$ cat config.mk
export PLATFORM = sky130hd
export DESIGN_NAME = rc4_keystream_cipher_unit
export DESIGN_NICKNAME = d
export VERILOG_FILES = /design/src/hdl/rc4_pkg.sv /design/src/hdl/rc4_ram.sv /design/src/hdl/rc4_keystream_cipher_unit.sv
export SDC_FILE = /design/constraint.sdc
export NUM_CORES = 2
export LEC_CHECK = 0
export ABC_AREA = 1
export BUFFER_PORTS_ARGS = -buffer_cell sky130_fd_sc_hd__buf_2
export CAP_MARGIN = 20
export CORE_ASPECT_RATIO = 0.75
export CORE_MARGIN = 1
export CORE_UTILIZATION = 25
export CTS_CLUSTER_DIAMETER = 120
export CTS_CLUSTER_SIZE = 8
export DETAILED_ROUTE_END_ITERATION = 8
export PLACE_DENSITY_LB_ADDON = 0.08
export SYNTH_ARGS = -nofsm -noshare
export SYNTH_HDL_FRONTEND = slang
export SYNTH_HIERARCHICAL = 1
export SYNTH_SLANG_ARGS = --single-unit
$ cat constraint.sdc
create_clock -name clk -period 19.5 [get_ports clk]
set_input_delay 2.925 -clock clk [delete_from_list [all_inputs] [get_ports clk]]
set_output_delay 2.925 -clock clk [all_outputs]
set_load 0.01 [all_outputs]
$ cat src/hdl/rc4_pkg.sv
package rc4_pkg;

	// key length in bytes; key bytes beyond this are ignored
	localparam int KEY_BYTES = 16;
	localparam int KIDX_W = (KEY_BYTES > 1) ? $clog2(KEY_BYTES) : 1;

	// permutation table geometry
	localparam int PERM_DEPTH = 256;
	localparam int BYTE_W = 8;

	// configuration port
	localparam int CFG_ADDR_W = 1;
	localparam int CFG_DATA_W = 64;
	localparam logic [CFG_ADDR_W-1:0] CFG_KEY_LOW = 1'b0;
	localparam logic [CFG_ADDR_W-1:0] CFG_KEY_HIGH = 1'b1;

	// item modes
	localparam logic MODE_KEY = 1'b0;
	localparam logic MODE_DATA = 1'b1;

	typedef struct packed {
		logic mode;
		logic [7:0] data_in;
	} cmd_t;

	typedef struct packed {
		logic [7:0] data_out;
		logic [7:0] stream_byte;
		logic keyed;
	} rsp_t;

	typedef enum logic [3:0] {
		ST_IDLE,
		ST_FILL,
		ST_KS_RD,
		ST_KS_J,
		ST_KS_WA,
		ST_KS_WB,
		ST_DT_J,
		ST_DT_SJ,
		ST_DT_WB,
		ST_PUSH
	} state_t;

endpackage

$ cat src/hdl/rc4_ram.sv
module rc4_ram #(
	parameter int WIDTH = 8,
	parameter int DEPTH = 256
) (
	input  logic                     clk,
	input  logic                     we,
	input  logic [$clog2(DEPTH)-1:0] waddr,
	input  logic [WIDTH-1:0]         wdata,
	input  logic                     re,
	input  logic [$clog2(DEPTH)-1:0] raddr,
	output logic [WIDTH-1:0]         rdata
);

	logic [WIDTH-1:0] mem_q [DEPTH];

	// one write port, one registered read port, read returns old data on a collision
	always_ff @(posedge clk) begin
		if (we) begin
			mem_q[waddr] <= wdata;
		end
		if (re) begin
			rdata <= mem_q[raddr];
		end
	end

endmodule

$ cat src/hdl/rc4_keystream_cipher_unit.sv
// RC4 keystream cipher unit.
// cmd channel (cmd_valid/cmd_ready, cmd): one item per handshake. A key item
// (mode 0) loads the permutation with the identity and scrambles it with the
// key held in the two key registers, then clears i and j and sets keyed. A
// data item (mode 1) advances i and j, swaps the two entries and returns the
// data byte xor the keystream byte.
// rsp channel (rsp_valid/rsp_ready, rsp): exactly one result per cmd item.
// cfg port: cfg_we writes cfg_data to key_low (addr 0) or key_high (addr 1);
// write only while the unit is idle.
// A data item before any key goes straight to the push. A key item fills the
// table, then runs a scramble step per entry (read, index update, two
// writes), then the push. The permutation RAM has one write and one read
// port: each data byte takes two dependent reads, a keystream read and two
// write-backs.
// The unit takes one item at a time; cmd_ready is high in idle, which is
// entered again as soon as the result moves into the output register.
// A stalled receiver holds the result in the output register; a new item can
// be accepted meanwhile, and its result waits until the register frees up.
// Reset clears i, j, keyed, the key registers and all handshakes. The
// permutation RAM is not cleared; data before a key passes through untouched.
module rc4_keystream_cipher_unit (
	input  logic                               clk,
	input  logic                               arst_n,
	input  logic                               cmd_valid,
	output logic                               cmd_ready,
	input  rc4_pkg::cmd_t                      cmd,
	output logic                               rsp_valid,
	input  logic                               rsp_ready,
	output rc4_pkg::rsp_t                      rsp,
	input  logic                               cfg_we,
	input  logic [rc4_pkg::CFG_ADDR_W-1:0]     cfg_addr,
	input  logic [rc4_pkg::CFG_DATA_W-1:0]     cfg_data
);

	import rc4_pkg::*;

	localparam int AW = $clog2(PERM_DEPTH);

	state_t state_q, state_d;

	logic [CFG_DATA_W-1:0] key_low_q, key_high_q;
	logic [AW-1:0]         i_q, j_q, cnt_q;
	logic [KIDX_W-1:0]     kidx_q;
	logic                  keyed_q;
	logic [BYTE_W-1:0]     si_q, sj_q;
	logic                  fwd_i_q, fwd_j_q;
	rsp_t                  res_q;
	logic                  rsp_valid_q;
	rsp_t                  rsp_q;

	logic                  ram_we, ram_re;
	logic [AW-1:0]         ram_waddr, ram_raddr;
	logic [BYTE_W-1:0]     ram_wdata, ram_rdata;

	logic                  accept, push;
	logic [2*CFG_DATA_W-1:0] key_all;
	logic [BYTE_W-1:0]     key_byte;
	logic [AW-1:0]         i_next, j_data, j_key, t_addr;
	logic [BYTE_W-1:0]     ks_byte;

	rc4_ram #(
		.WIDTH(BYTE_W),
		.DEPTH(PERM_DEPTH)
	) u_perm (
		.clk  (clk),
		.we   (ram_we),
		.waddr(ram_waddr),
		.wdata(ram_wdata),
		.re   (ram_re),
		.raddr(ram_raddr),
		.rdata(ram_rdata)
	);

	assign cmd_ready = (state_q == ST_IDLE);
	assign accept = cmd_valid && cmd_ready;
	assign push = (state_q == ST_PUSH) && (!rsp_valid_q || rsp_ready);
	assign rsp_valid = rsp_valid_q;
	assign rsp = rsp_q;

	// index arithmetic, all modulo the table depth
	assign key_all = {key_high_q, key_low_q};
	assign key_byte = key_all[{kidx_q, 3'b000} +: BYTE_W];
	assign i_next = i_q + AW'(1);
	assign j_data = j_q + ram_rdata;
	assign j_key = j_q + ram_rdata + key_byte;
	assign t_addr = si_q + ram_rdata;

	// keystream byte, forwarded where the read hits a swapped entry
	always_comb begin
		priority if (fwd_j_q) begin
			ks_byte = si_q;
		end else if (fwd_i_q) begin
			ks_byte = sj_q;
		end else begin
			ks_byte = ram_rdata;
		end
	end

	// next state
	always_comb begin
		state_d = state_q;
		unique case (state_q)
			ST_IDLE: begin
				if (accept) begin
					if (cmd.mode == MODE_KEY) begin
						state_d = ST_FILL;
					end else if (keyed_q) begin
						state_d = ST_DT_J;
					end else begin
						state_d = ST_PUSH;
					end
				end
			end
			ST_FILL: begin
				if (cnt_q == AW'(PERM_DEPTH - 1)) begin
					state_d = ST_KS_RD;
				end
			end
			ST_KS_RD: state_d = ST_KS_J;
			ST_KS_J:  state_d = ST_KS_WA;
			ST_KS_WA: state_d = ST_KS_WB;
			ST_KS_WB: begin
				if (cnt_q == AW'(PERM_DEPTH - 1)) begin
					state_d = ST_PUSH;
				end else begin
					state_d = ST_KS_RD;
				end
			end
			ST_DT_J:  state_d = ST_DT_SJ;
			ST_DT_SJ: state_d = ST_DT_WB;
			ST_DT_WB: state_d = ST_PUSH;
			ST_PUSH: begin
				if (push) begin
					state_d = ST_IDLE;
				end
			end
			default: state_d = ST_IDLE;
		endcase
	end

	// memory port control
	always_comb begin
		ram_we = 1'b0;
		ram_waddr = cnt_q;
		ram_wdata = cnt_q;
		ram_re = 1'b0;
		ram_raddr = cnt_q;
		unique case (state_q)
			ST_IDLE: begin
				// fetch S[i+1] as a data item comes in
				ram_re = accept && (cmd.mode == MODE_DATA) && keyed_q;
				ram_raddr = i_next;
			end
			ST_FILL: begin
				ram_we = 1'b1;
			end
			ST_KS_RD: begin
				ram_re = 1'b1;
			end
			ST_KS_J: begin
				ram_re = 1'b1;
				ram_raddr = j_key;
			end
			ST_KS_WA: begin
				ram_we = 1'b1;
				ram_wdata = ram_rdata;
			end
			ST_KS_WB: begin
				ram_we = 1'b1;
				ram_waddr = j_q;
				ram_wdata = si_q;
			end
			ST_DT_J: begin
				ram_re = 1'b1;
				ram_raddr = j_data;
			end
			ST_DT_SJ: begin
				ram_we = 1'b1;
				ram_waddr = i_q;
				ram_wdata = ram_rdata;
				ram_re = 1'b1;
				ram_raddr = t_addr;
			end
			ST_DT_WB: begin
				ram_we = 1'b1;
				ram_waddr = j_q;
				ram_wdata = si_q;
			end
			ST_PUSH: begin
			end
			default: begin
			end
		endcase
	end

	// state and control registers
	always_ff @(posedge clk or negedge arst_n) begin
		if (!arst_n) begin
			state_q <= ST_IDLE;
			i_q <= '0;
			j_q <= '0;
			cnt_q <= '0;
			kidx_q <= '0;
			keyed_q <= 1'b0;
			key_low_q <= '0;
			key_high_q <= '0;
			rsp_valid_q <= 1'b0;
		end else begin
			state_q <= state_d;

			// configuration writes
			if (cfg_we) begin
				unique case (cfg_addr)
					CFG_KEY_LOW:  key_low_q <= cfg_data;
					CFG_KEY_HIGH: key_high_q <= cfg_data;
					default: begin
					end
				endcase
			end

			// index and counter updates
			unique case (state_q)
				ST_IDLE: begin
					if (accept && cmd.mode == MODE_KEY) begin
						cnt_q <= '0;
						kidx_q <= '0;
						j_q <= '0;
					end else if (accept && keyed_q) begin
						i_q <= i_next;
					end
				end
				ST_FILL: cnt_q <= cnt_q + AW'(1);
				ST_KS_J: j_q <= j_key;
				ST_KS_WB: begin
					cnt_q <= cnt_q + AW'(1);
					kidx_q <= (kidx_q == KIDX_W'(KEY_BYTES - 1)) ? '0 : kidx_q + KIDX_W'(1);
					if (cnt_q == AW'(PERM_DEPTH - 1)) begin
						i_q <= '0;
						j_q <= '0;
						keyed_q <= 1'b1;
					end
				end
				ST_DT_J: j_q <= j_data;
				default: begin
				end
			endcase

			// output register
			if (push) begin
				rsp_valid_q <= 1'b1;
			end else if (rsp_ready) begin
				rsp_valid_q <= 1'b0;
			end
		end
	end

	// payload registers
	always_ff @(posedge clk) begin
		unique case (state_q)
			ST_IDLE: begin
				res_q.data_out <= cmd.data_in;
				res_q.stream_byte <= '0;
				res_q.keyed <= keyed_q;
			end
			ST_KS_J: si_q <= ram_rdata;
			ST_KS_WB: begin
				res_q.data_out <= '0;
				res_q.stream_byte <= '0;
				res_q.keyed <= 1'b1;
			end
			ST_DT_J: si_q <= ram_rdata;
			ST_DT_SJ: begin
				sj_q <= ram_rdata;
				fwd_i_q <= (t_addr == i_q);
				fwd_j_q <= (t_addr == j_q);
			end
			ST_DT_WB: begin
				res_q.data_out <= res_q.data_out ^ ks_byte;
				res_q.stream_byte <= ks_byte;
			end
			default: begin
			end
		endcase
		if (push) begin
			rsp_q <= res_q;
		end
	end

endmodule

# Word level (Yosys, flattened, before mapping)

Memories as Yosys holds them, arrays and structs flattened. A register that Yosys moved wholly into a read port is not among the register bits.
Index checks and enable logic that the tools add are counted.

Shift operators: 1
Reduce and logical (&&, ||, !) cells: 28
Add/sub/neg operators: 6
Equality and inequality tests: 20
Bitwise logic cells: 3
Muxes and demuxes: 30

Operators by type and width:

| kind                | number |
|---|---|
| $shiftx 128x8->8    | 1 |
| $pmux 8 s2          | 4 |
| $pmux 8 s4          | 2 |
| $mux 8              | 6 |
| $pmux 16 s3         | 1 |
| $pmux 4 s10         | 1 |
| $mux 4              | 8 |
| $add 8x8->8         | 3 |
| $add 8x1->8 const B | 2 |
| $eq 4x3->1 const B  | 4 |
| $eq 8x8->1          | 2 |
| $eq 4x4->1 const B  | 3 |
| $reduce_and 2->1    | 5 |
| $eq 4x2->1 const B  | 2 |
| $eq 8x8->1 const B  | 1 |
| $ne 2x2->1 const B  | 4 |
| $pmux 4 s2          | 1 |
| $reduce_or 2->1     | 4 |
| $xor 8x8->8         | 1 |
| $logic_and 1x1->1   | 6 |
| $ne 2x1->1 const B  | 3 |
| $reduce_and 3->1    | 2 |
| $reduce_bool 2->1   | 3 |
| $mux 1              | 5 |
| other kinds (12)    | 14 |

Output and inout bits: 19
Bits in writable memories: 2048
Bits in registers: 214
Memories kept: 1
Word-level logic and storage cells: 108
Input bits: 79

Memories:

| name         | words | bits a word | rd ports | clocked after memory_dff | wr ports | line          | source |
|---|---|---|---|---|---|---|---|
| u_perm.mem_q | 256   | 8           | 1        | 1                        | 1        | rc4_ram.sv:14 | `logic [WIDTH-1:0] mem_q [DEPTH];` |

# Depth between registers and ports, before layout

Depth in word-level cells: 6
Depth in mapped cells: 28
Gate-level depth less buffers: 23

# Hierarchy

Netlist, hierarchy kept.

Modules (own cells, without submodules):

| module                    | sequential area each (µm²) | cells an instance | instances | area an instance (µm²) |
|---|---|---|---|---|
| rc4_ram                   | 61739.2                    | 7003              | 1         | 83476.3 |
| rc4_keystream_cipher_unit | 5615.4                     | 1314              | 1         | 11148.2 |

# Least setup slack after synthesis

OpenSTA, ideal clock, no wires.

Path kind: reg-to-reg
Start: reg state_q[1]
End: mem u_perm.mem_q[0][3] (data pin)
Data arrival time: 8401 ps
Clock period less this slack: 10031 ps
Stages on the path, launching flop included: 6
Setup time: 1630 ps
Path buffers: 0
Required time: 17870 ps
Setup slack: 9469 ps
Cells stage by stage: dfrtp_1 > nand2_1 > inv_1 > o21ai_1 > nand2_2 > o221ai_1

Longest elaborated chain between the ends: 3
Elaborated cells between the ends (all ways): 7
Classes of those cells: 4 x eq/ne; 1 x mux; 2 x reduce/logical

RTL lines:

| element                                  | line                             | source |
|---|---|---|
| start, declared                          | rc4_keystream_cipher_unit.sv:39  | `state_t state_q, state_d;` |
| start signal, assigned                   | rc4_keystream_cipher_unit.sv:209 | `state_q <= state_d;` |
| $eq 4x4->1 or $eq 4x3->1 (tied branches) | rc4_keystream_cipher_unit.sv:148 | `unique case (state_q)` |
| $reduce_or 2->1 (no line)                | -                                |  |
| $pmux 8 s2 *                             | rc4_keystream_cipher_unit.sv:148 |  |
| net ram_wdata[3]                         | rc4_keystream_cipher_unit.sv:53  | `logic [BYTE_W-1:0] ram_wdata, ram_rdata;` |
| end, declared                            | rc4_ram.sv:14                    |  |

Mark *: on every way through the listed nets, which the timed path passes. The rest lies on a longest branch.

# Worst setup path in the final report

Start: reg kidx_q[2]
End: reg u_perm.rdata[0] (read register of u_perm.mem_q) (data pin)

Longest elaborated chain between the ends: 3

RTL lines:

| element                | line                             | source |
|---|---|---|
| start, declared        | rc4_keystream_cipher_unit.sv:43  | `logic [KIDX_W-1:0] kidx_q;` |
| start signal, assigned | rc4_keystream_cipher_unit.sv:236 | `kidx_q <= (kidx_q == KIDX_W'(KEY_BYTES - 1)) ? '0 : kidx_q + KIDX_W'(1);` |
| $shiftx 128x8->8       | rc4_keystream_cipher_unit.sv:82  | `assign key_byte = key_all[{kidx_q, 3'b000} +: BYTE_W];` |
| $add 8x8->8            | rc4_keystream_cipher_unit.sv:85  | `assign j_key = j_q + ram_rdata + key_byte;` |
| $pmux 8 s4             | rc4_keystream_cipher_unit.sv:148 |  |
| net ram_raddr[0]       | rc4_keystream_cipher_unit.sv:52  | `logic [AW-1:0] ram_waddr, ram_raddr;` |
| end, declared          | rc4_ram.sv:11                    | `output logic [WIDTH-1:0] rdata` |

The timed path passes the listed nets, and every way through them passes these cells.
A chain may end at the register's enable or synchronous reset.

==> reports/results.tsv <==
stage	metric	value	unit
setup_path	crit_path_cell_trace	inv_1 -> o221ai_1 -> nand3_1 -> nand2_1 -> ha_1 -> a22o_1 -> inv_1 -> nand3_4 -> inv_16 -> buf_4 -> buf_12 -> buf_4 -> nand2_1 -> nand3_1 -> nand3_1 -> nand3_1 -> nand3_1 -> nand3_1 -> nand3_1 -> nand2_1 -> nand2_1 -> nand2_1	
die	io_pins	98	
global_routing	overflow	0	
global_routing	grt_pass1_wl	490	mm
synth	synth_cell_types	51	
setup_path	critPathSlowestCell	dfrtp_1	
synth	syn_nets	8423	
routing	vias_per_cell	4.78	
setup_path	cpMostUsedCell	nand3_1	
routing	drt_first_pass_iters	5	
synth	syn_inst	8317	
sta	fin_crit	8430	ps
layout	nets	8463	
die	die_x	712	um
synth	yosysSeqAreaShare	0.712	
global_routing	grt_pass1_vias	62600	
synth	synth_largest_area_cell	edfxtp_1	
clocking	post-cts-setup-buffer-count	0	
min_path	hold_path_class	reg -> reg	
synth	yosys_most_used_dff	edfxtp_1	
die	std_cell_rows	195	
pwr	p_leak	38.5	nW
routing	detail_route.wl_per_cell	25.7	um
setup_path	end_kind	flip-flop	
sta	worst_pin_slew	1370	ps
setup_path	path_buf_inv	6	
setup_path	cp.arrival	9170	ps
sta	fmax	119	MHz
placement	portBuffers	97	
clocking	clockBufferDepth	4	
synth	synth_edf_count	2108	
clocking	holdBufCountCts	0	
setup_path	worstPathMaxFanout	183	
routing	ant_nets	0	
placement	gp_congestion	0.784	
routing	routed_wirelength	345	mm
pwr	p_per_area	98.1	nW/um^2
placement	dp_slack	11210	ps
global_routing	antenna_found_initial	32	
sta	relSlewSlack	0.0877	
outcome	outcome	finished, final reports clean	
sta	finalWorstSetupSlack	11070	ps
synth	synth-async-reset-ratio	0.0714	
sta	fin_setup_tns	0	ps
synth	yosys_warnings	6	
setup_path	timing.critical_path.required	20230	ps
routing	drt_iter0_markers	6171	
die	die_h	535	um
layout	layout-drive-gt1-share	0.0816	
setup_path	worst_path_largest_cell_delay	930	ps
synth	synthTopCellsByArea	edfxtp_1 (67%), nand3_1 (11%), nand2_1 (9.5%), dfrtp_1 (4.3%), buf_2 (1.5%)	
clocking	ctsResizeCount	0	
setup_path	worstSetupPathType	reg -> reg	
synth	yosys.area.top_type_share	0.669	
die	core	376000	sq um
synth	syn_area	94600	sq um
sta	finalMaxSlewViolations	0	
die	dieArea	381000	sq um
sta	report.final.hold_viol_count	0	
pwr	irDropWorstVdd	0.0000697	V
sta	finalSetupViolCount	0	
clocking	cts.clk_slew.worst_paths	50	ps
setup_path	cp_top_family	buffers and inverters	
clocking	clock-sinks	2270	
global_routing	grt_max_degree	184	
placement	detailed_place_hpwl	201	mm
clocking	cts_tree	yes	
sta	rsz0062_at_grt	false	
routing	drc	0	
clocking	htree_levels	5	
routing	vias	64200	
sta	fin_worst_skew	41.7	ps
sta	final.period_utilization	0.433	
global_routing	grtUsageTotal	0.177	
clocking	insertion_delay	900	ps
clocking	cts_buffers	325	
die	start_util	0.251	
synth	synth-seq-cells	2270	
job	max-cap-violations	0	
clocking	root_buffer	clkbuf_16	
layout	syn_to_final_growth	15.2	%
synth	syn_avg_cell_area	11.4	sq um
setup_path	start_kind	flip-flop	
==> flip-flops by register name (all words and copies together) (netlist names) <==
name and count:
key_high_q 64, cnt_q 8, i_q 8, fwd_j_q 1, j_q 8, state_q 4, u_perm/mem_q 2048, keyed_q 1
rsp 17, u_perm/rdata 8, si_q 8, kidx_q 4, res_q 17, key_low_q 64, sj_q 8, fwd_i_q 1
rsp_valid 1
==> cells in the final DEF, fill, tap and decap left out, drive strengths merged, types with 2 or more instances in the layout <==
master   instances
or2              7
nand3         2074
o2111ai          2
a21oi           40
ha              24
buf            255
xnor2            9
diode            4
xor2            24
clkbuf         364
o211ai           7
a31oi            4
a221oi           2
nor4             2
nor3            14
a22oi            5
dfrtp          162
o21ai          232
o22ai           12
o221ai          37
edfxtp        2108
nand4           11
nand2         2410
nand3b           3
fa               3
inv            205
nor2           373
and2             2
clkinv           6
a221o            2
==> where the power goes <==
part           switching, mW  internal [mW]
clock network           2.11           3.03
logic                  0.141         0.0425
registers             0.0271           5.33
==> worst register-to-register path: cells and delay by family, from the launching register on <==
| kind | cells | cell delay (ps) |
|---|---|---|
| AND/OR/NAND/NOR | 13 | 2610 |
| flip-flops | 1 | 930 |
| adder cells (fa/ha/maj) | 1 | 240 |
| AO/OA/AOI/OAI | 2 | 420 |
| buffers and inverters | 6 | 4080 |
==> cell usage after synthesis (all sizes together), types with 4 or more instances <==
cell type	instances
a21oi	40
a22oi	5
a31oi	4
buf	383
clkbuf	159
dfrtp	162
edfxtp	2108
ha	24
inv	197
nand2	2410
nand3	2074
nand4	11
nor2	373
nor3	14
o211ai	7
o21ai	232
o221ai	37
o22ai	12
or2	7
xnor2	9
xor2	24
==> cells by family (layout without fill, tap and decap cells) <==
family	after synthesis	count (layout)	synth area share
simple gates	4896	4896	0.224
flops	2270	2270	0.712
buf+inv	741	830	0.0364
compound gates	350	350	0.0212
xor+xnor	33	33	0.00305
fa+ha+maj	27	27	0.00381
other cells	0	4	0
==> routing by layer <==
metal | part of all wire | GRT usage | vias up
met2 | 0.42 | 0.256 | 1797
met4 | 0.022 | 0.0411 | 0
met1 | 0.51 | 0.276 | 32700
met5 | 0 | 0 | -
li1 | - | - | 29300
met3 | 0.051 | 0.0236 | 455
==> cell type report <==
cell class                      count  area, sq um
Tap cell                         5023         6280
Multi-Input combinational cell   5306        24100
Inverter                          199          786
Clock buffer                      364         8510
Fill cell                       38500       267000
Clock inverter                     12          145
Sequential cell                  2270        67400
Timing Repair Buffer              255         1860
Antenna cell                        4         10.0
==> metrics by stage <==
stage	instance area (sq um)	hold slack [ps]	cells	total power [mW]	util
after global routing	109000	427	13400	11.0	0.290
after CTS	109000	425	13400	10.8	0.290
after detailed placement	100000	405	13100	5.64	0.267
after floorplan	94600	400	8317	5.55	-
final	109000	419	13400	10.7	0.290
after global placement	100000	415	13000	5.64	0.266
==> worst paths after layout <==
path	slack [ps]	from	cells past startpoint	end
min in group asynchronous	1980	arst_n	1	key_low_q[27]
worst min register to register	420	res_q[7]	0	rsp[7]
worst max register to register	11070	kidx_q[2]	22	u_perm/rdata[0]
max in group asynchronous	16280	arst_n	2	kidx_q[0]
worst max-delay path	11070	kidx_q[2]	22	u_perm/rdata[0]
worst min-delay path	420	res_q[7]	0	rsp[7]
Power figures use the tool's default switching activity.
